### src/rtl/sst_pkg.sv
package sst_pkg;

    localparam int TEXT_DEPTH = 32;
    localparam int NUM_DIGITS = 8;

    localparam int POS_W = (TEXT_DEPTH > 1) ? $clog2(TEXT_DEPTH) : 1;
    localparam int DIG_W = (NUM_DIGITS > 1) ? $clog2(NUM_DIGITS) : 1;

    typedef enum logic [1:0] {
        OP_TICK    = 2'd0,
        OP_WRITE   = 2'd1,
        OP_RESTART = 2'd2
    } t_op;

    localparam logic [7:0] CHAR_NUL  = 8'h00;
    localparam logic [7:0] CHAR_DASH = 8'h2D;
    localparam logic [7:0] CHAR_DOT  = 8'h2E;
    localparam logic [7:0] CHAR_ZERO = 8'h30;
    localparam logic [7:0] CHAR_NINE = 8'h39;

    localparam logic [7:0] DIGIT_GLYPHS [10] = '{
        8'b01101111, 8'b00001100, 8'b01110101, 8'b01011101, 8'b00011110,
        8'b01011011, 8'b01111011, 8'b00001101, 8'b01111111, 8'b00011111
    };
    localparam logic [7:0] GLYPH_DASH  = 8'b00010000;
    localparam logic [7:0] GLYPH_DOT   = 8'b10000000;
    localparam logic [7:0] GLYPH_BLANK = 8'b00000000;

    typedef struct packed {
        logic [1:0] operation;
        logic [4:0] write_index;
        logic [7:0] write_char;
    } t_req;

    typedef struct packed {
        logic [7:0] segments;
        logic [7:0] digit_select;
    } t_res;

    // Write port of the text store
    typedef struct packed {
        logic             en;
        logic [POS_W-1:0] addr;
        logic [7:0]       data;
    } t_wr;

    // Scan commands for the current cycle
    typedef struct packed {
        logic tick;
        logic restart;
    } t_scan_cmd;

    function automatic logic [7:0] glyph_of(input logic [7:0] ch);
        logic [7:0] g;
        g = GLYPH_BLANK;
        if (ch >= CHAR_ZERO && ch <= CHAR_NINE) begin
            g = DIGIT_GLYPHS[4'(ch - CHAR_ZERO)];
        end else if (ch == CHAR_DASH) begin
            g = GLYPH_DASH;
        end
        return g;
    endfunction

endpackage

### src/rtl/sst_store.sv
module sst_store (
    input  logic                      i_clk,
    input  logic                      i_rst_n,
    input  sst_pkg::t_wr              i_wr,
    input  logic [sst_pkg::POS_W-1:0] i_rd_pos,
    output logic [7:0]                o_cur,
    output logic [7:0]                o_nxt
);

    logic [7:0]                  mem [sst_pkg::TEXT_DEPTH];
    logic [sst_pkg::TEXT_DEPTH-1:0] r_valid;
    logic [7:0]                  r_cur;
    logic [7:0]                  r_nxt;

    logic [sst_pkg::POS_W:0]     nxt_wide;
    logic                        nxt_in_range;
    logic [sst_pkg::POS_W-1:0]   nxt_addr;
    logic [7:0]                  n_cur;
    logic [7:0]                  n_nxt;

    assign nxt_wide     = {1'b0, i_rd_pos} + {{sst_pkg::POS_W{1'b0}}, 1'b1};
    assign nxt_in_range = (nxt_wide < (sst_pkg::POS_W + 1)'(sst_pkg::TEXT_DEPTH));
    assign nxt_addr     = nxt_wide[sst_pkg::POS_W-1:0];

    // Read with write-first bypass; an entry never written reads as NUL
    always_comb begin
        if (i_wr.en && i_wr.addr == i_rd_pos) begin
            n_cur = i_wr.data;
        end else if (r_valid[i_rd_pos]) begin
            n_cur = mem[i_rd_pos];
        end else begin
            n_cur = sst_pkg::CHAR_NUL;
        end

        if (!nxt_in_range) begin
            n_nxt = sst_pkg::CHAR_NUL;
        end else if (i_wr.en && i_wr.addr == nxt_addr) begin
            n_nxt = i_wr.data;
        end else if (r_valid[nxt_addr]) begin
            n_nxt = mem[nxt_addr];
        end else begin
            n_nxt = sst_pkg::CHAR_NUL;
        end
    end

    always_ff @(posedge i_clk) begin
        if (i_wr.en) begin
            mem[i_wr.addr] <= i_wr.data;
        end
    end

    always_ff @(posedge i_clk) begin
        if (!i_rst_n) begin
            r_valid <= '0;
            r_cur   <= sst_pkg::CHAR_NUL;
            r_nxt   <= sst_pkg::CHAR_NUL;
        end else begin
            if (i_wr.en) begin
                r_valid[i_wr.addr] <= 1'b1;
            end
            r_cur <= n_cur;
            r_nxt <= n_nxt;
        end
    end

    assign o_cur = r_cur;
    assign o_nxt = r_nxt;

endmodule

### src/rtl/sst_scan.sv
module sst_scan (
    input  logic                      i_clk,
    input  logic                      i_rst_n,
    input  sst_pkg::t_scan_cmd        i_cmd,
    input  logic [7:0]                i_cur,
    input  logic [7:0]                i_nxt,
    output sst_pkg::t_res             o_res,
    output logic [sst_pkg::POS_W-1:0] o_pos_next
);

    logic [sst_pkg::POS_W-1:0] r_pos;
    logic [sst_pkg::DIG_W-1:0] r_dig;
    logic [sst_pkg::POS_W-1:0] n_pos;
    logic [sst_pkg::DIG_W-1:0] n_dig;

    logic [sst_pkg::POS_W:0]   pos_inc;
    logic                      dot_next;
    logic                      wrap;
    logic [sst_pkg::DIG_W-1:0] dig_adv;
    logic [7:0]                sel;

    assign pos_inc  = {1'b0, r_pos} + {{sst_pkg::POS_W{1'b0}}, 1'b1};
    assign dot_next = (i_nxt == sst_pkg::CHAR_DOT);
    assign wrap     = (pos_inc >= (sst_pkg::POS_W + 1)'(sst_pkg::TEXT_DEPTH))
                   || (i_nxt == sst_pkg::CHAR_NUL);

    always_comb begin
        if (dot_next) begin
            dig_adv = r_dig;
        end else if (r_dig == sst_pkg::DIG_W'(sst_pkg::NUM_DIGITS - 1)) begin
            dig_adv = '0;
        end else begin
            dig_adv = r_dig + sst_pkg::DIG_W'(1);
        end
    end

    always_comb begin
        for (int k = 0; k < 8; k++) begin
            sel[k] = (32'(r_dig) == k);
        end
    end

    always_comb begin
        n_pos = r_pos;
        n_dig = r_dig;
        if (i_cmd.restart) begin
            n_pos = '0;
            n_dig = '0;
        end else if (i_cmd.tick) begin
            if (wrap) begin
                n_pos = '0;
                n_dig = '0;
            end else begin
                n_pos = pos_inc[sst_pkg::POS_W-1:0];
                n_dig = dig_adv;
            end
        end
    end

    always_ff @(posedge i_clk) begin
        if (!i_rst_n) begin
            r_pos <= '0;
            r_dig <= '0;
        end else begin
            r_pos <= n_pos;
            r_dig <= n_dig;
        end
    end

    assign o_res.segments     = sst_pkg::glyph_of(i_cur)
                              | (dot_next ? sst_pkg::GLYPH_DOT : sst_pkg::GLYPH_BLANK);
    assign o_res.digit_select = sel;
    assign o_pos_next         = n_pos;

endmodule

### src/rtl/seven_segment_text_scanner_top.sv
// Seven-segment text scanner: shows a stored string on a multiplexed row of
// digits, one digit per tick request.
//
// Input channel (i_in_valid / o_in_ready / i_in_req): each request is a tick,
// a character write into the text store, or a scan restart. Writes and
// restarts produce no result; a tick produces one result with the segment
// pattern (bit 7 is the dot) and the one-hot digit enable.
// Output channel (o_out_valid / i_out_ready / o_out_res).
//
// A tick accepted into the input register has its result loaded into the
// result register when it executes. Throughput: one request per cycle while no
// tick is held back by a full output; the characters at the scan position and
// the one after it are prefetched into registers from the text store's two
// synchronous read ports, so each tick needs only a glyph lookup and a counter update.
// A tick request waits in the input register while the output register is
// full and not being taken; ready then drops until the receiver takes the
// result. Writes and restarts retire even while the output register is full.
// Reset clears the text store to NUL (per-entry valid bits, no clearing pass),
// the scan position and digit index, and both pipeline registers.
module seven_segment_text_scanner_top (
    input  logic          i_clk,
    input  logic          i_rst_n,
    input  logic          i_in_valid,
    output logic          o_in_ready,
    input  sst_pkg::t_req i_in_req,
    output logic          o_out_valid,
    input  logic          i_out_ready,
    output sst_pkg::t_res o_out_res
);

    // Input register
    logic          r_in_valid;
    sst_pkg::t_req r_in_req;

    // Result register
    logic          r_out_valid;
    sst_pkg::t_res r_out_res;

    logic               out_free;
    logic               is_tick;
    logic               is_write;
    logic               is_restart;
    logic               exec;
    sst_pkg::t_wr       wr;
    sst_pkg::t_scan_cmd cmd;
    sst_pkg::t_res      res;
    logic [sst_pkg::POS_W-1:0] pos_next;
    logic [7:0]         cur_char;
    logic [7:0]         nxt_char;

    assign is_tick    = (r_in_req.operation == sst_pkg::OP_TICK);
    assign is_write   = (r_in_req.operation == sst_pkg::OP_WRITE);
    assign is_restart = (r_in_req.operation == sst_pkg::OP_RESTART);

    // Only a tick needs a free result slot; other requests retire at once
    assign out_free   = !r_out_valid || i_out_ready;
    assign exec       = r_in_valid && (!is_tick || out_free);
    assign o_in_ready = !r_in_valid || exec;

    // Drop writes beyond the end of the store
    assign wr.en   = exec && is_write
                  && (32'(r_in_req.write_index) < 32'(sst_pkg::TEXT_DEPTH));
    assign wr.addr = sst_pkg::POS_W'(r_in_req.write_index);
    assign wr.data = r_in_req.write_char;

    assign cmd.tick    = exec && is_tick;
    assign cmd.restart = exec && is_restart;

    sst_store u_store (
        .i_clk    (i_clk),
        .i_rst_n  (i_rst_n),
        .i_wr     (wr),
        .i_rd_pos (pos_next),
        .o_cur    (cur_char),
        .o_nxt    (nxt_char)
    );

    sst_scan u_scan (
        .i_clk      (i_clk),
        .i_rst_n    (i_rst_n),
        .i_cmd      (cmd),
        .i_cur      (cur_char),
        .i_nxt      (nxt_char),
        .o_res      (res),
        .o_pos_next (pos_next)
    );

    // Hold the request until it executes
    always_ff @(posedge i_clk) begin
        if (!i_rst_n) begin
            r_in_valid <= 1'b0;
        end else if (o_in_ready) begin
            r_in_valid <= i_in_valid;
        end
    end

    always_ff @(posedge i_clk) begin
        if (o_in_ready && i_in_valid) begin
            r_in_req <= i_in_req;
        end
    end

    // Load the result on a tick, clear it once taken
    always_ff @(posedge i_clk) begin
        if (!i_rst_n) begin
            r_out_valid <= 1'b0;
        end else if (cmd.tick) begin
            r_out_valid <= 1'b1;
        end else if (i_out_ready) begin
            r_out_valid <= 1'b0;
        end
    end

    always_ff @(posedge i_clk) begin
        if (cmd.tick) begin
            r_out_res <= res;
        end
    end

    assign o_out_valid = r_out_valid;
    assign o_out_res   = r_out_res;

`ifndef SYNTHESIS
    // At most one digit is driven per result
    a_sel_onehot0: assert property (@(posedge i_clk) disable iff (!i_rst_n)
        o_out_valid |-> $onehot0(o_out_res.digit_select))
        else $error("digit_select not one-hot");

    // An executed tick always presents a result next cycle
    a_tick_result: assert property (@(posedge i_clk) disable iff (!i_rst_n)
        cmd.tick |=> o_out_valid)
        else $error("tick executed without result");

    // Ready drops only while a request is held and blocked by a full output
    a_ready_low: assert property (@(posedge i_clk) disable iff (!i_rst_n)
        !o_in_ready |-> (r_in_valid && is_tick && r_out_valid && !i_out_ready))
        else $error("input stalled without cause");

    // Write and scan commands never fire together
    a_one_cmd: assert property (@(posedge i_clk) disable iff (!i_rst_n)
        $countones({wr.en, cmd.tick, cmd.restart}) <= 1)
        else $error("more than one command in a cycle");
`endif

endmodule
### config.mk
export PLATFORM = sky130hd
export DESIGN_NAME = seven_segment_text_scanner_top
export DESIGN_NICKNAME = d
export VERILOG_FILES = /design/src/rtl/sst_pkg.sv /design/src/rtl/sst_store.sv /design/src/rtl/sst_scan.sv /design/src/rtl/seven_segment_text_scanner_top.sv
export SDC_FILE = /design/constraint.sdc
export NUM_CORES = 1
export LEC_CHECK = 0
export ABC_AREA = 1
export BUFFER_PORTS_ARGS = -buffer_cell sky130_fd_sc_hd__buf_2
export CELL_PAD_IN_SITES_DETAIL_PLACEMENT = 1
export CELL_PAD_IN_SITES_GLOBAL_PLACEMENT = 2
export CORE_UTILIZATION = 40
export DETAILED_ROUTE_END_ITERATION = 10
export PLACE_DENSITY = 0.91
export SLEW_MARGIN = 40
export SYNTH_ARGS = -nofsm -noshare
export SYNTH_HDL_FRONTEND = slang
export SYNTH_SLANG_ARGS = --single-unit
### constraint.sdc
create_clock -name i_clk -period 4.65 [get_ports i_clk]
set_clock_uncertainty 0.1 [all_clocks]
set_input_delay 0.2325 -clock i_clk [delete_from_list [all_inputs] [get_ports i_clk]]
set_output_delay 0.2325 -clock i_clk [all_outputs]
set_load 0.01 [all_outputs]
* Yosys cells after proc, flatten, opt, wreduce, memory -nomap -nowiden
Memories as Yosys holds them, arrays and structs flattened. Index checks and enable logic that the tools add are counted.
Word-level totals: input bits 19, memory bits (read-only) 128, memories 2, logic and storage cells 93, register bits after elaboration 89, RAM bits 256, bits in latches 0
Operators by class: bitwise operators 4, reductions and logical operators 23, add/sub/neg operators 4, shift-type cells 0, muxes and demuxes 25, divide/modulo/power cells 0, order comparisons 9, $mul 0, equal/unequal tests 14
Memory list:
- u_store.mem | depth 32, bits a word 8, read ports 2, clocked after memory_dff 0, wr ports 1, RTL line sst_store.sv:10 | logic [7:0] mem [sst_pkg::TEXT_DEPTH];
- (name not given) | depth 16, bits a word 8, read ports 1, clocked after memory_dff 0, wr ports 0, RTL line sst_pkg.sv:57 | g = DIGIT_GLYPHS[4'(ch - CHAR_ZERO)];
Operators by type and width (count):
- 8-bit two-way mux | 8
- 32-bit bitwise OR | 1
- 5-bit two-way mux | 4
- 5-bit by 6-bit < comparator with 1-bit output, second input constant | 3
- 8-bit by 6-bit equality test with 1-bit output, second input constant | 2
- 5-bit by 1-bit adder with 6-bit output, second input constant | 2
- 3-bit equality test, second input constant | 4
- 1-bit binary-select mux with 5-bit select | 2
- 5-bit equality test | 2
- 1-bit logical AND | 9
- 3-bit two-way mux | 3
- 8-bit by 6-bit >= comparator with 1-bit output, second input constant | 1
- 8-bit by 6-bit <= comparator with 1-bit output, second input constant | 1
- 8-bit zero test | 1
- 8-bit bitwise OR | 1
- 1-bit two-way mux | 7
- 3-bit by 2-bit equality test with 1-bit output, second input constant | 2
- 6-bit >= comparator, second input constant | 1
- 6-bit < comparator, second input constant | 1
- 1-bit demux with 5-bit select | 1
- 5-bit by 1-bit >= comparator with 1-bit output, second input constant | 1
- 5-bit >= comparator, second input constant | 1
- 4-bit inverter with 5-bit output | 1
- 1-bit logical OR | 4
- 13 further kinds | 16

* Logic depth before layout (Yosys ltp)
depth in word-level cells 12, gate-level depth with buffers 22, mapped depth without buffers 19

* Modules after synthesis
From an unflattened synthesis, not the netlist that was laid out.
Second synthesis, totals: cells, all modules 2236, area, all modules 18053.6 um^2
By module, submodules not included:
- sst_store | cells each 2048, area an instance 16129.2 um^2, seq. area each 8648.3 um^2, instances 1
- seven_segment_text_scanner_top | cells each 50, area an instance 1063.5 um^2, seq. area each 970.9 um^2, instances 1
- sst_scan | cells each 138, area an instance 860.8 um^2, seq. area each 160.2 um^2, instances 1

* Worst setup path before layout
OpenSTA, ideal clock, no wires.
path kind reg2reg, start point register r_in_req[14] (netlist name), end point register u_store.r_nxt[5], in the netlist u_store.o_nxt[5], path buffers 5, clock period less this slack 3.380 ns, data arrival time 3.141 ns, path slack 1.270 ns, setup time 0.138 ns, data required time 4.412 ns, stages on the path, launching flop included 21, path through edfxtp_1 inv_1 nand3_4 nor2_8 nand2_2 nand2_1 nor2_1 buf_2 buf_2 ha_1 clkbuf_1 inv_1 clkbuf_1 buf_1 nand3_1 nand3_1 nand3_2 nand2_1 a21oi_1 nand3_1 a21oi_1
RTL lines:
- start: declaration | RTL line seven_segment_text_scanner_top.sv:33 | sst_pkg::t_req r_in_req;
- start signal: assignment | RTL line seven_segment_text_scanner_top.sv:99 | r_in_req <= i_in_req;
- end signal: assignment | RTL line sst_store.sv:56 | r_nxt <= sst_pkg::CHAR_NUL;
- end signal: assignment | RTL line sst_store.sv:62 | r_nxt <= n_nxt;
- end: declaration | RTL line sst_store.sv:13 | logic [7:0] r_nxt;

==> run summary <==
Initial antenna violation count: 1
CP max FO: 36
Hold Path Class: in2reg
# IOs: 37
Synth Instances: 2004
WL/cell: 24.42 µm
Fin crit period: 3.856 ns
RSZ-0062 raised after global routing: false
Die area: 44470 µm²
H-tree depth: 2
PortBufs: 36
Sw frac: 25.37%
DR iter-0 viols: 1364
Top FF cell, synth: edfxtp_1
Most frequent CP cell: nand3_1
CTS Sinks: 345
Comb power frac: 9.7%
Final sum of negative setup slack: 0 ns
Slew headroom: 44.93%
Worst-Skew Late Latency: 0.57 ns
Max-cap violations: 0
Total gr overflow: 0
Leak: 7.335 nW
Clock Power Share: 43.7%
# setup viols final: 0
EDFF count, synth: 287
Warnings, synthesis: 0
Post-synth ARST share: 0%
Post-synthesis sequential area ratio: 56.04%
Outcome: finished clean
Synth Net Count: 2037
Pre-CTS WS: 0.8291 ns
PwrDens: 370.2 nW/µm²
Syn_area_per_cell: 8.708 µm²
Critical Path Max Stage Delay: 0.47 ns
R2R Setup Slk: 0.79 ns
Largest net degree at the start of global routing: 159
Post-DP Area: 18130 µm²
Final count of hold timing violations: 0
Core Util, Final: 45.53%
Core area: 43080 µm²
Crit path DAT: 4.24 ns
Sequential standard cell area: 9779 µm²
Req. time, crit path: 5.04 ns
Nets: 2034
Post-Synthesis Cell Area: 17450 µm²
Fill cells: 5010
Total inserted antenna cells: 0
Highest achievable clock rate: 259.3 MHz
Post-CTS Setup Inserts: 0
VDD IR-drop max: 0.2838 mV
Multi-input gate area: 6819 µm²
Number of remaining DRC errors: 0
Maximum clock path buffer count: 3
Cell Int Power: 5.419 mW
Register bit total from synthesis: 345
Period utilization: 82.93%
Final slew viol count: 0
Layout cell share with drive strength beyond 1: 9.941%
Final Cell Area: 19610 µm²
Worst-path clk slew: 0.07 ns
DRT Pass-1 Iters: 6
Total track usage: 29.10%
Crit path cell chain: inv_1 > nand3_4 > nor2_8 > nand2_2 > nand2_4 > nand3_4 > inv_4 > ha_2 > nand3_2 > nand2_4 > buf_4 > nand3_1 > nand3_1 > nand2_1 > a21oi_1 > nand3_1 > a21oi_1
CTS buffer count: 40
Met2 wire len: 30.99 mm
Detailed-routing wirelength on met1: 25.95 mm
Number of global-route vias before repair: 15760
CP max-delay cell: buf_4
Worst-Margin Slew: 0.8260 ns
Via/cell ratio: 5.849
Post-DP HPWL: 38.38 mm
Final Power: 7.261 mW
Die Span Y: 210.9 µm
Area grow syn2layout: 12.37%
Final ANT Viol Nets: 0
Placer Congestion: 0.8981
Initial core utilization: 40.51%
Routed wl met3: 4.205 mm
CTS tree: done
Via count: 15310
Clock Tree Root: clkbuf_16
Top sig layer: met4
Sw power: 1.842 mW
Die Wd: 210.9 µm
Critical Path End Type: flop
Seq pwr share: 46.6%
First-pass GRT wire length: 96.23 mm
Final wirelength: 63.91 mm
Critical path startpoint category: flop
Synth unique cells: 43
Crit Path Class: reg2reg
Rows: 76
Final worst slack: 0.7937 ns
## synthesized netlist by cell type (3+ instances only)
| master | instances | area (µm²) |
|---|---|---|
| nand4_1 | 7 | 43.79 |
| a31oi_1 | 4 | 25.02 |
| inv_1 | 73 | 274.0 |
| buf_4 | 18 | 135.1 |
| clkbuf_1 | 36 | 135.1 |
| buf_6 | 4 | 45.04 |
| o211ai_1 | 9 | 67.56 |
| nand3_1 | 593 | 2968 |
| buf_1 | 13 | 48.80 |
| o21ai_1 | 8 | 40.04 |
| nand3_4 | 3 | 52.55 |
| nand3_2 | 6 | 60.06 |
| buf_2 | 57 | 285.3 |
| inv_2 | 5 | 18.77 |
| ha_1 | 14 | 175.2 |
| nand2_1 | 580 | 2177 |
| nor2_1 | 130 | 488.0 |
| nand2_4 | 4 | 45.04 |
| edfxtp_1 | 287 | 8618 |
| nor2_2 | 5 | 31.28 |
| nand2_2 | 6 | 37.54 |
| o21ai_0 | 25 | 125.1 |
| nor2_4 | 3 | 33.78 |
| a21oi_1 | 35 | 175.2 |
| dfxtp_1 | 58 | 1161 |
## timing repair
action,in CTS,in global routing
hold buffers,18,0
endpoints found under the hold margin,28,0
resized for setup,0,0
## registers in the layout (all words and copies together), names as in the netlist
register,count
u_store.o_cur,8
u_scan.r_pos,5
u_store.o_nxt,8
r_in_req,15
r_in_valid,1
u_store.r_valid,32
u_store.mem,256
o_out_valid,1
u_scan.r_dig,3
o_out_res,16
## logic make-up after synthesis
kind of cell / after synthesis / synth area share, %
buf+inv: 211 / 5.549
flops: 345 / 56.04
compound gates: 90 / 2.947
fa+ha+maj: 14 / 1.004
xor+xnor: 2 / 0.1434
simple gates: 1342 / 34.32
## worst max-delay path, delay by kind of cell (launching register included)
family	cells	cell delay [ns]
AOI/OAI and AO/OA	2	0.29
adders and majority gates	1	0.21
buffers and inverters	3	0.75
DFF	1	0.42
and+or+nand+nor	11	1.98
## stage by stage
step | hold WS [ns] | instances
floorplan | 0.2314 | 2004
global placement | 0.3125 | 2526
detailed placement | 0.3113 | 2526
CTS | 0.2754 | 2617
global route | 0.2839 | 2617
finish | 0.2742 | 2617
## power by group through the flow
| stage | registers [mW] | clock network [mW] | logic, mW |
|---|---|---|---|
| floorplan | 3.46 | 0 | 0.406 |
| global placement | 3.45 | 0 | 0.663 |
| detailed placement | 3.45 | 0 | 0.679 |
| CTS | 3.38 | 3.19 | 0.694 |
| global route | 3.38 | 3.31 | 0.755 |
| finish | 3.38 | 3.17 | 0.704 |
## cells in the final DEF (no fill, tap or decap), types with 8 or more instances in the layout
cell           synthesis  routed
nor2_1               130      96
clkbuf_1              36       9
dlygate4sd3_1          0      18
nor2_2                 5      37
o21ai_1                8       8
a21oi_1               35      35
o211ai_1               9       9
inv_1                 73      72
buf_4                 18      23
o21ai_0               25      25
clkbuf_16              0      41
dfxtp_1               58      58
clkinv_1               2      10
ha_1                  14      13
edfxtp_1             287     287
nand2_1              580     578
buf_2                 57      36
nand3_1              593     593
## worst paths after layout
path	cells past startpoint	endpoint	from
max	17	u_store.o_nxt[1]	r_in_req[13]
min	2	r_in_req[4]	i_in_req[4]
max reg2reg	17	u_store.o_nxt[1]	r_in_req[13]
min reg2reg	2	u_store.r_valid[30]	u_store.r_valid[30]
## metal layers
layer	track usage, %	vias up
met1	36.97	7700
li1	-	6890
met4	14.07	0
met3	4.178	133
met5	0	-
met2	48.75	585
## final cells by class
| cell class | count | area share, % |
|---|---|---|
| Multi-Input combinational cell | 1448 | 34.77 |
| Timing Repair Buffer | 84 | 3.432 |
| Clock inverter | 21 | 1.053 |
| Sequential cell | 345 | 49.87 |
| Clock buffer | 52 | 5.544 |
| Inverter | 82 | 1.601 |
| Tap cell | 585 | 3.732 |
Note: power is estimated with default switching activity, not from simulation.
